**src/sv/bagsw_pkg.sv**
```systemverilog
// shared constants, types and the gradient weight table for the blend/additive splitter
package bagsw_pkg;

  localparam int SAMPLES = 9;
  localparam int CH_W = 8;
  localparam int PROD_W = 16;
  localparam int GRAD_W = 32;
  localparam int FACTOR_W = 15;

  // c*a when both channel and alpha are 255
  localparam logic [PROD_W-1:0] FULL_PRODUCT = 16'd65025;
  localparam logic [FACTOR_W-1:0] LCM_NINE = 15'd2520;

  // 255*x/(3*65025*2520) reduces to x/1927800
  localparam int X_W = 35;
  localparam int XQ_W = 29;
  localparam logic [X_W-1:0] THREE_DENOM = 35'd491589000;
  localparam logic [20:0] DIV_D = 21'd1927800;
  localparam int RECIP_K = 50;
  localparam logic [63:0] RECIP_FULL = (64'd1 << RECIP_K) / 64'd1927800;
  localparam logic [29:0] RECIP_M = RECIP_FULL[29:0];
  localparam int MP_W = XQ_W + 30;
  localparam int REM_W = 22;

  typedef struct packed {
    logic s1;
    logic s2;
  } stage_en_t;

  // 9*2520/(j+1) for a sample that saturates at index j
  function automatic logic [FACTOR_W-1:0] grad_factor(input logic [3:0] j);
    logic [FACTOR_W-1:0] f;
    case (j)
      4'd0: f = 15'd22680;
      4'd1: f = 15'd11340;
      4'd2: f = 15'd7560;
      4'd3: f = 15'd5670;
      4'd4: f = 15'd4536;
      4'd5: f = 15'd3780;
      4'd6: f = 15'd3240;
      4'd7: f = 15'd2835;
      default: f = 15'd2520;
    endcase
    return f;
  endfunction

endpackage

```
**src/sv/bagsw_chan.sv**
```systemverilog
// per colour channel: premultiply nine samples, then the registered gradient and additive colour
module bagsw_chan (
  input  logic                                           clk,
  input  bagsw_pkg::stage_en_t                           en,
  input  logic [bagsw_pkg::SAMPLES-1:0][bagsw_pkg::CH_W-1:0] chan,
  input  logic [bagsw_pkg::SAMPLES-1:0][bagsw_pkg::CH_W-1:0] alpha,
  output logic signed [bagsw_pkg::GRAD_W-1:0]            grad,
  output logic [bagsw_pkg::CH_W-1:0]                     add_color
);
  import bagsw_pkg::*;

  logic [SAMPLES-1:0][PROD_W-1:0] prod;
  logic signed [PROD_W:0]         diff;
  logic [FACTOR_W-1:0]            factor;
  logic [PROD_W-1:0]              add_sum;

  always_ff @(posedge clk) begin
    if (en.s1) begin
      for (int j = 0; j < SAMPLES; j++) begin
        prod[j] <= PROD_W'(chan[j] * alpha[j]);
      end
    end
  end

  // walk down so the lowest saturated index wins
  always_comb begin
    diff = $signed({1'b0, prod[SAMPLES-1]}) - $signed({1'b0, prod[0]});
    factor = LCM_NINE;
    for (int j = SAMPLES - 1; j >= 0; j--) begin
      if (prod[j] == FULL_PRODUCT) begin
        diff = $signed({1'b0, FULL_PRODUCT}) - $signed({1'b0, prod[0]});
        factor = grad_factor(4'(j));
      end
    end
  end

  // floor(v/255) for v up to 65025, the sum stays below 65536
  assign add_sum = prod[0] + {8'd0, prod[0][PROD_W-1:8]} + 16'd1;

  always_ff @(posedge clk) begin
    if (en.s2) begin
      grad <= GRAD_W'(diff * $signed({1'b0, factor}));
      add_color <= add_sum[PROD_W-1:8];
    end
  end

endmodule

```
**config.mk**
```make
export PLATFORM = sky130hd
export DESIGN_NAME = bagsw_chan
export DESIGN_NICKNAME = d
export VERILOG_FILES = /design/src/sv/bagsw_pkg.sv /design/src/sv/bagsw_chan.sv
export SDC_FILE = /design/constraint.sdc
export NUM_CORES = 2
export LEC_CHECK = 0
export BUFFER_PORTS_ARGS = -buffer_cell sky130_fd_sc_hd__buf_2
export CAP_MARGIN = 15
export CORE_UTILIZATION = 57
export DETAILED_ROUTE_END_ITERATION = 8
export PLACE_DENSITY = 0.75
export SLEW_MARGIN = 20
export SYNTH_ARGS = -nofsm -noshare
export SYNTH_HDL_FRONTEND = slang
export SYNTH_SLANG_ARGS = --single-unit
```
**constraint.sdc**
```tcl
create_clock -name clk -period 7.7 [get_ports clk]
set_input_delay 0.385 -clock clk [delete_from_list [all_inputs] [get_ports clk]]
set_output_delay 0.385 -clock clk [all_outputs]
set_load 0.02 [all_outputs]
```
; Word level (Yosys, flattened, before mapping)
; Cells that the tools add are included.
[totals]
regBits = 184
in_bits = 147
out_inout_bits = 40
wordCells = 51
[op_classes]
addsub = 4
mul = 10
n_eq_ne = 9
muxes = 17
[op_table]
columns = operator, n
row1 = $mux 17, 9
row2 = $eq 16x16->1 const B, 9
row3 = $mul 8x8->16, 9
row4 = $mux 15, 7
row5 = $mul 17x16->32, 1
row6 = $sub 16x16->17, 1
row7 = $sub 16x16->17 const A, 1
row8 = $add 16x1->16 const B, 1
row9 = $add 16x8->16, 1
row10 = $mux 10, 1

; Logic depth before layout (Yosys ltp)
[logic_depth]
word_depth = 11
ltp_mapped = 37
depth_no_buf = 32

; Worst setup path before layout
; Ideal clock, no wire load.
[synth_timing]
path_type = flip-flop to flip-flop
from = reg prod[1] in the netlist's numbering
to = reg grad[28] in the netlist's numbering, data pin
arrival_ps = 8100
t_required_ps = 7442
path_slack_ps = -658
stages_incl_launch_ff = 33
path_buffers = 3
synth_period_minus_slack_ps = 8358
cell_sequence = edfxtp_1 -> inv_1 -> ha_1 -> nand2b_1 -> and4b_1 -> clkbuf_1 -> and4_1 -> clkbuf_1 -> nor3_4 -> nand2_1 -> clkbuf_1 -> a21oi_1 -> nor2_1 -> nand2_1 -> fa_1 -> fa_1 -> inv_1 -> fa_1 -> inv_1 -> fa_1 -> inv_1 -> fa_1 -> inv_1 -> fa_1 -> inv_1 -> ha_1 -> a211o_1 -> or4_1 -> a21oi_1 -> nand4_1 -> a311o_1 -> a21oi_1 -> xnor2_1
[synth_via]
elab_chain_len = 11
[synth_lines]
columns = item, line_no
row1 = from (decl), bagsw_chan.sv:12  ; logic [SAMPLES-1:0][PROD_W-1:0] prod;
row2 = "from (signal, indexed assignment)", bagsw_chan.sv:20  ; prod[j] <= PROD_W'(chan[j] * alpha[j]);
row3 = $sub 16x16->17 (on tied branches), "bagsw_chan.sv:27, bagsw_chan.sv:31"
row4 = $mux 17 (9 in a row), bagsw_chan.sv:30  ; if (prod[j] == FULL_PRODUCT) begin
row5 = $mul 17x16->32 *, bagsw_chan.sv:42  ; grad <= GRAD_W'(diff * $signed({1'b0, factor}));
row6 = to (signal assigned), bagsw_chan.sv:42
row7 = to (decl), bagsw_chan.sv:7  ; output logic signed [bagsw_pkg::GRAD_W-1:0] grad,
; Mark *: on every way between the ends. The rest lies on a longest branch, timed or not.
; A chain may end at the register's enable or synchronous reset.

; Final worst setup path
[layout_timing]
from = reg prod[0] in the netlist's numbering
to = reg grad[28] in the netlist's numbering, data pin
; The elaborated chain is that of the path after synthesis.

==> summary.txt <==
Synth
  • Synth top area cells: fa_1 33%, edfxtp_1 16%, ha_1 16%
  • Syn avg cell area: 9.535 um2
  • Post-synth ARST share: 0%
  • Post-synth EDFFs: 184
  • Post-synthesis sequential area ratio: 15.76%
  • Synth cell types: 69
  • Largest area contributor in the synthesized netlist: fa_1
  • Top FF cell, synth: edfxtp_1
  • Yosys reg bits: 184
  • Ys Warns: 0
  • Synth Instances: 3,676
  • Yosys top cell area share: 32.73%
  • Mapped Area: 0.03505 mm2
  • Top-count cell post-synth: inv_1
  • Commonest cells in the netlist: 751 x inv_1, 573 x fa_1, 436 x ha_1, 422 x nand2_1, 337 x and2_1

Floorplanning
  • Die width: 250.0 um
  • Initial core utilization: 57.86%
  • Die area: 0.06249 mm2
  • Core area: 0.06058 mm2
  • Io pins: 187
  • FP Rows: 90
  • Die Y: 250.0 um

Setup path
  • Worst-path maximum fanout: 4
  • CP max stage cell: or4_4
  • CP Launch Type: flip-flop
  • CP startpoint: prod[0]
  • Crit Path Class: flip-flop to flip-flop
  • Slowest Stage Delay on Critical Path: 0.55 ns
  • R2r startpoint: prod[0]
  • CP Data Required Time: 7.94 ns
  • Most frequent CP cell: fa_1
  • Crit path arrival time: 8.00 ns
  • Crit end category: flip-flop
  • Reg2reg path depth: 28

CTS
  • Worst-case clock buffer depth: 2
  • Latest clock arrival within the worst-skew pair: 0.48 ns
  • Hold buffer count at CTS: 0
  • Clock sink count: 184
  • Clk Tree Root Cell: clkbuf_16
  • CTS tree: built
  • CTS H-tree lvls: 4
  • Clock slew at reported path FFs: 0.08 ns
  • CTS buffer count: 17

Cells and area
  • Fin nets: 5,262
  • Fillers: 4,911
  • Proportion of layout cells with a drive suffix above 1: 15.56%
  • Fin area: 0.04015 mm2
  • Antenna diodes: 0
  • P&R area growth vs syn: 14.55%

Global routing
  • First-pass GRT wire length: 131,900 um
  • Vias in the first global route: 27,630
  • GRT Resource Usage Total: 26.20%
  • Largest net degree at the start of global routing: 83
  • Initial antenna violation count: 0
  • Grt ovf: 0

Route
  • Detailed-route via count: 26,160
  • Routed WL: 78,390 um
  • Wire per inst: 15.99 um
  • Final ANT Viol Nets: 0
  • Post-DR vias/cell: 5.337
  • DRC: 0
  • DRT iter0 DRCs: 1,512
  • TritonRoute pass-1 iters: 5

Place
  • DP Wirelength: 65,410 um
  • Port bufs: 186
  • Placed cell area: 0.03878 mm2
  • GP Congestion: 0.9887

Timing
  • Max_slew headroom: 30.26%
  • Final period utilization: 100.7%
  • Final setup viols: 2
  • Fin crit period: 7.751 ns
  • RSZ-0062 raised after global routing: true
  • Worst Skew: 0.01146 ns
  • Worst setup margin: -0.05118 ns
  • Maximum clock rate: 129.0 MHz
  • Actual slew at the worst max-slew pin: 1.046 ns
  • Final hold violations: 0
  • Max Slew Vio Count: 0

Min path
  • Hold_sp: alpha[16]
  • Hold Path Depth: 2
  • Hold Crit Class: input pin to flip-flop

Run
  • Maxcap violations: 0

Status
  • Failing checks: negative setup slack
  • Status: complete, but fails checks
## final timing paths
path	endpoint	slack, ns
max	grad[28]	-0.05
min	prod[32]	0.30
max reg2reg	grad[28]	-0.05
min reg2reg	add_color[4]	0.74
## routing by layer
metal | track usage [%] | vias to the layer above | routed length, um
met5 | 0 | - | 0
met4 | 6.854 | 0 | 1782
met3 | 3.515 | 120 | 3930
met2 | 46.07 | 653 | 39430
met1 | 33.98 | 12990 | 33250
li1 | - | 12390 | -
## metrics by stage
stage | std cells | setup TNS, ns | setup WS (ns) | util, % | hold slack [ns]
after floorplan | 3683 | -0.1137 | -0.06199 | - | 0.4975
after global placement | 4844 | -1.211 | -0.2211 | 64.01 | 0.7008
after detailed placement | 4844 | -3.022 | -0.3695 | 64.01 | 0.7235
after CTS | 4888 | -0.09366 | -0.04215 | 65.51 | 0.2544
after global routing | 4901 | -2.471 | -0.3601 | 66.28 | 0.3061
final | 4901 | -0.05353 | -0.05118 | 66.28 | 0.3032
## area by class of cell
| class | count | area, um2 | share of cell area, % |
|---|---|---|---|
| multi-input cells | 2705 | 27240 | 67.83 |
| flip-flops and latches | 184 | 5525 | 13.76 |
| repair buffers | 447 | 3007 | 7.488 |
| inverters | 751 | 2819 | 7.020 |
| well taps | 782 | 978.4 | 2.437 |
| clock buffers | 17 | 425.4 | 1.059 |
| clock inverters | 15 | 161.4 | 0.4020 |
## registers in the layout, summed over array words and instances (netlist names)
signal and flops:
grad 32, add_color 8, prod 144
## cell usage in the layout, fill, tap and decap left out, drive strengths merged, types with 17 or more instances in the layout
| cell | instances |
|---|---|
| nand4 | 18 |
| xnor2 | 148 |
| nor2b | 40 |
| nor3 | 35 |
| o21a | 29 |
| nor2 | 195 |
| xor2 | 31 |
| and2 | 339 |
| ha | 436 |
| nand2b | 36 |
| fa | 573 |
| a21o | 32 |
| buf | 447 |
| nand2 | 422 |
| clkbuf | 17 |
| o21ai | 38 |
| or2 | 24 |
| a21oi | 113 |
| edfxtp | 184 |
| nand3 | 33 |
| inv | 758 |
## repair_timing
action                                 4_1_cts  5_1_grt
resized for setup                           47       92
setup endpoints to repair                   14       16
endpoints found under the hold margin        0        0
setup buffers                               12       14
pin swaps                                   24       59
## logic make-up (layout without fill, tap and decap cells)
kind of cell               Yosys count  count (layout)  share of synthesized area (%)
AOI/OAI and AO/OA                  301             301                          5.526
xor gates and xnor gates           179             179                          4.494
adders and majority gates         1009            1009                          48.29
buffers and inverters              794            1230                          8.549
DFF                                184             184                          15.76
muxes                                3               3                        0.08567
other                                1               8                        0.01070
and+or+nand+nor                   1205            1205                          17.28
## worst max-delay path: cells and delay by family (launching register included)
kind | cells | cell delay [ns]
flip-flops | 1 | 0.44
buffers and inverters | 5 | 0.24
AND/OR/NAND/NOR | 6 | 1.38
AO/OA/AOI/OAI | 7 | 1.58
adder cells (fa/ha/maj) | 9 | 3.81
XOR/XNOR | 1 | 0.07
Power is left out: the tool's default activity adds up to more than one toggle a clock period on the data nets, which glitch-free logic cannot reach.
